[config.mk]
export PLATFORM = sky130hd
export DESIGN_NAME = pget_ctrl
export DESIGN_NICKNAME = d
export VERILOG_FILES = /design/src/sv/pget_pkg.sv /design/src/sv/pget_ctrl.sv
export SDC_FILE = /design/constraint.sdc
export NUM_CORES = 1
export LEC_CHECK = 0
export ABC_AREA = 0
export BUFFER_PORTS_ARGS = -buffer_cell sky130_fd_sc_hd__buf_2
export CAP_MARGIN = 0
export CORE_AREA = 2 2 39 41
export DETAILED_ROUTE_END_ITERATION = 10
export DIE_AREA = 0 0 41 43
export RECOVER_POWER = 50
export SLEW_MARGIN = 20
export SYNTH_ARGS = -nofsm -noshare
export SYNTH_HDL_FRONTEND = slang
export SYNTH_SLANG_ARGS = --single-unit
[constraint.sdc]
create_clock -name i_clk -period 1.7 [get_ports i_clk]
set_clock_uncertainty 0.2 [all_clocks]
set_input_delay 0.34 -clock i_clk [delete_from_list [all_inputs] [get_ports i_clk]]
set_output_delay 0.34 -clock i_clk [all_outputs]
set_load 0.005 [all_outputs]
[src/sv/pget_pkg.sv]
// Shared types and constants for the priority gated entry table.
package pget_pkg;
    localparam logic [1:0] FUNC_GATE  = 2'd0;
    localparam logic [1:0] FUNC_FOCUS = 2'd1;
    localparam logic [1:0] FUNC_SET   = 2'd2;
    localparam logic [1:0] FUNC_NOP   = 2'd3;

    localparam logic [1:0] ST_DONE     = 2'd0;
    localparam logic [1:0] ST_REJECT   = 2'd1;
    localparam logic [1:0] ST_NOTFOUND = 2'd2;

    localparam logic [2:0] REG_THRESH  = 3'd0;
    localparam logic [2:0] REG_DECAY   = 3'd1;
    localparam logic [2:0] REG_SLOTS   = 3'd2;
    localparam logic [2:0] REG_FLOOR   = 3'd3;
    localparam logic [2:0] REG_CEIL    = 3'd4;

    localparam logic [15:0] BOOST_Q15 = 16'd39322;
    localparam logic [4:0]  DEFAULT_SLOTS = 5'd7;

    // Datapath commands.
    typedef struct packed {
        logic load;      // capture input item and search
        logic step1;     // gate/set write, or decay of old focus
        logic step2;     // boost of new focus (search repeated)
        logic finish;    // register result
    } t_cmd;

    typedef struct packed {
        logic is_focus;
    } t_status;

    function automatic logic [15:0] clamp_prio(input logic [16:0] v,
                                               input logic [15:0] lo,
                                               input logic [15:0] hi);
        if (v < {1'b0, lo}) return lo;
        if (v > {1'b0, hi}) return hi;
        return v[15:0];
    endfunction
endpackage

[src/sv/pget_ctrl.sv]
// Sequencer for one operation of the entry table.
module pget_ctrl import pget_pkg::*; (
    input  logic    i_clk,
    input  logic    i_rst_n,
    input  logic    i_in_fire,
    input  logic    i_out_free,
    input  t_status i_stat,
    output t_cmd    o_cmd,
    output logic    o_busy
);
    typedef enum logic [3:0] {
        S_IDLE = 4'b0001,
        S_ONE  = 4'b0010,
        S_TWO  = 4'b0100,
        S_FIN  = 4'b1000
    } t_state;

    t_state r_state, n_state;

    always_comb begin
        n_state = r_state;
        o_cmd   = '0;
        case (r_state)
            S_IDLE: begin
                if (i_in_fire) begin
                    o_cmd.load = 1'b1;
                    n_state = S_ONE;
                end
            end
            S_ONE: begin
                o_cmd.step1 = 1'b1;
                n_state = i_stat.is_focus ? S_TWO : S_FIN;
            end
            S_TWO: begin
                o_cmd.step2 = 1'b1;
                n_state = S_FIN;
            end
            S_FIN: begin
                if (i_out_free) begin
                    o_cmd.finish = 1'b1;
                    n_state = S_IDLE;
                end
            end
            default: n_state = S_IDLE;
        endcase
    end

    assign o_busy = (r_state != S_IDLE);

    always_ff @(posedge i_clk) begin
        if (!i_rst_n) begin
            r_state <= S_IDLE;
        end else begin
            r_state <= n_state;
        end
    end
endmodule

Yosys cells after proc, flatten, opt, wreduce, memory -nomap -nowiden
Cells that the tools add are included.

Equality and inequality tests: 7. Multiplexer cells: 10. Reduce and logical (&&, ||, !) cells: 1.

Operators with widths (count): $pmux 4 s4 (1); $mux 4 (3); $mux 1 (6); $eq 4x1->1 const B (1); $eq 4x2->1 const B (1); $eq 4x3->1 const B (1); $eq 4x4->1 const B (1); $ne 2x2->1 const B (2); $ne 4x1->1 const B (1); $reduce_and 2->1 (1).

Bits in registers: 4. Input port bits: 5. Output and inout bits: 5.

Depth between registers and ports, before layout
Word-level depth: 3. Mapped depth: 3.

Worst setup path before layout
Ideal clock, no wire load.

Path kind: register to output. Start: register r_state[3]. End: output o_cmd[1] (netlist name). Data arrival time: 954 ps. Data required time: 1160 ps. Setup slack: 206 ps. Cell stages (with the launch flop): 3. Path buffers: 0. Cell sequence: dfxtp_1 or4b_1 inv_1.

RTL lines: from (decl) (RTL line pget_ctrl.sv:18) `t_state r_state, n_state;`; from (signal assigned) (RTL line pget_ctrl.sv:54) `r_state <= n_state;`; to (decl) (RTL line pget_ctrl.sv:8) `output t_cmd o_cmd,`.

==> qor.csv <==
stage,metric,value,unit
floorplanning,start_util,0.159,
sta,fin_hold_ws,0.149,ns
worst_hold_path,hp-start,i_rst_n,
sta,rsz0062_at_grt,true,
critical_path,crit_fanout,4,
finish,utilization,0.266,
clock_tree,h-tree-depth,1,
floorplanning,rows,14,
clock_tree,cts_root_buffer,clkbuf_4,
critical_path,cp-start-kind,flip-flop,
critical_path,rr_endpoint,r_state[3]$_SDFFE_PN0P_,
worst_hold_path,min_path_type,in -> reg,
synthesis,yosysSeqAreaShare,0.364,
finish,fillers,161,
floorplanning,core-area,0.00138,mm2
synthesis,ys_types,16,
drt,wl_met2,253,um
clock_tree,clock-sinks,4,
clock_tree,cts_max_path_buffers,2,
drt,drc,0,
power,p_leak,0.166,nW
power,pwr_density_cell,920,mW/mm2
drt,vias_per_cell,4.16,
synthesis,yosys_warnings,0,
synthesis,syn-cell-area,220,um2
critical_path,crit_type,reg -> out,
finish,final_common_cell,buf_2,
finish,largest_register_ffs,4,
floorplanning,die_y,43,um
sta,clock.fmax,560,MHz
clock_tree,cts_tree,yes,
critical_path,reg2reg_depth,4,
global_route,grt_pass1_wl,752,um
critical_path,end_kind,output pin,
sta,tightest_slew,0.364,ns
drt,wl_met3,19,um
finish,layout-drive-gt1-share,0.667,
synthesis,synth_seq_cells,4,
finish,reg.largest.list,r_state x4,
floorplanning,fp.dieW,41,um
drt,wl,481,um
sta,finalCritPeriodShare,1.05,
drt,vias,229,
placed_design,dp_hpwl,391,um
finish,regMostFlops,r_state,
placed_design,gp_congestion,0.741,
global_route,grt_pass1_vias,213,
run_status,violations,setup timing,
sta,worst_slack,-0.0871,ns
finish,n_antenna_cell,0,
clock_tree,cts_made_buffers,3,
sta,fin_crit,1.79,ns
floorplanning,die-area,0.00176,mm2
critical_path,required,1.16,ns
worst_hold_path,hold_depth,2,
sta,maxSlewHeadroom,0.757,
synthesis,syn-num-nets,28,
placed_design,io_buffers,9,
drt,wl_met1,208,um
power,ir_worst_vdd,0.269,mV
critical_path,cp_data_arrival_time,1.25,ns
global_route,antenna_found_initial,0,
drt,wire_per_inst,8.75,um
flow_run,maxCapViolCount,0,
floorplanning,boundaryPins,10,
critical_path,crit_start,r_state[3]$_SDFFE_PN0P_,
drt,antenna_left,0,
global_route,grt_max_degree,8,
critical_path,r2r_slack,0.18,ns
critical_path,worstSetupEndpoint,o_cmd[1],
critical_path,r2r_start,r_state[3]$_SDFFE_PN0P_,
run_status,status,finished with violations,
clock_tree,holdBufCountCts,0,
sta,final_max_slew_viol_count,0,
synthesis,synth_cells,23,
synthesis,syn_avg_cell_area,9.57,um2
finish,area_growth,67.0,%
clock_tree,path_clk_slew,0.04,ns
finish,layout_common_cells,"buf_2 (7), buf_4 (4), clkbuf_4 (3)",
clock_tree,clk_latency,0.23,ns
drt,drt_iter0_markers,1,
sta,setup_violations,2,
finish,nets,46,
global_route,grt_usage,0.0683,
global_route,grt-ovfl-total,0,
sta,hold_viol,0,
drt,routed.top_layer,met3,
drt,first_pass_iters,3,
worst min-delay path by stage:
| stage | end |
|---|---|
| 2_1_floorplan | r_state[1]$_SDFFE_PN0P_ |
| 3_3_place_gp | r_state[2]$_SDFFE_PN0P_ |
| 3_5_place_dp | r_state[2]$_SDFFE_PN0P_ |
| 4_1_cts | r_state[2]$_SDFFE_PN0P_ |
| 5_1_grt | r_state[2]$_SDFFE_PN0P_ |
| 6_report | r_state[1]$_SDFFE_PN0P_ |
cells in the mapped netlist:
| cell type | instances | area [um2] |
|---|---|---|
| and4b_1 | 1 | 10.0 |
| nor2_1 | 1 | 3.75 |
| o21ai_0 | 2 | 10.0 |
| nand2b_1 | 1 | 6.26 |
| a31oi_1 | 1 | 6.26 |
| and3_1 | 2 | 12.5 |
| or4b_4 | 1 | 13.8 |
| or4b_1 | 1 | 10.0 |
| dfxtp_1 | 4 | 80.1 |
| a31o_1 | 1 | 8.76 |
| nor4b_2 | 1 | 15.0 |
| o21ai_2 | 1 | 8.76 |
| and2_1 | 1 | 6.26 |
| nor3b_1 | 2 | 15.0 |
| inv_1 | 2 | 7.51 |
| nor2b_1 | 1 | 6.26 |
critical path, stage by stage (launching register included):
cell and delay, ns:
dfxtp_4 0.34, or4b_4 0.52, inv_2 0.07, buf_6 0.08
cells by family (layout without fill, tap and decap cells):
group,Yosys count,count (layout),synth area share
flops,4,4,0.364
simple gates,12,12,0.449
compound gates,5,5,0.153
buf+inv,2,18,0.0341
power breakdown:
part	total [mW]	internal [mW]	switching (mW)
Sequential	0.118	0.106	0.0122
Clock	0.115	0.0788	0.0362
Combinational	0.105	0.0689	0.0360
stage by stage:
stage | setup slack, ns | cells | TNS [ns] | total power, mW | cell area (um2)
after floorplan | 0.206 | 23 | 0 | 0.163 | 220
after global placement | 0.128 | 49 | 0 | 0.189 | 293
after detailed placement | 0.111 | 49 | 0 | 0.189 | 293
after CTS | -0.0979 | 53 | -0.194 | 0.327 | 339
after global routing | -0.124 | 55 | -0.325 | 0.364 | 368
final | -0.0871 | 55 | -0.168 | 0.338 | 368
metal layers:
metal,up-vias,GRT usage
met1,102,0.0710
met5,-,0
met4,0,0.0600
li1,121,-
met2,6,0.0875
met3,0,0.0471
what timing repair did:
action | in CTS | in global routing
setup endpoints to repair | 3 | 4
gates resized for setup | 7 | 3
hold endpoints to repair | 0 | 0
pin swaps | 0 | 2
setup buffers | 1 | 2
cell type report:
cell class                      count  area (um2)  share of cell area
Multi-Input combinational cell     17         144               0.391
Timing Repair Buffer               13        87.6               0.238
Sequential cell                     4        86.3               0.235
Clock buffer                        3        22.5              0.0612
Tap cell                           16        20.0              0.0544
Inverter                            2        7.51              0.0204
(Power assumes the default switching activity.)
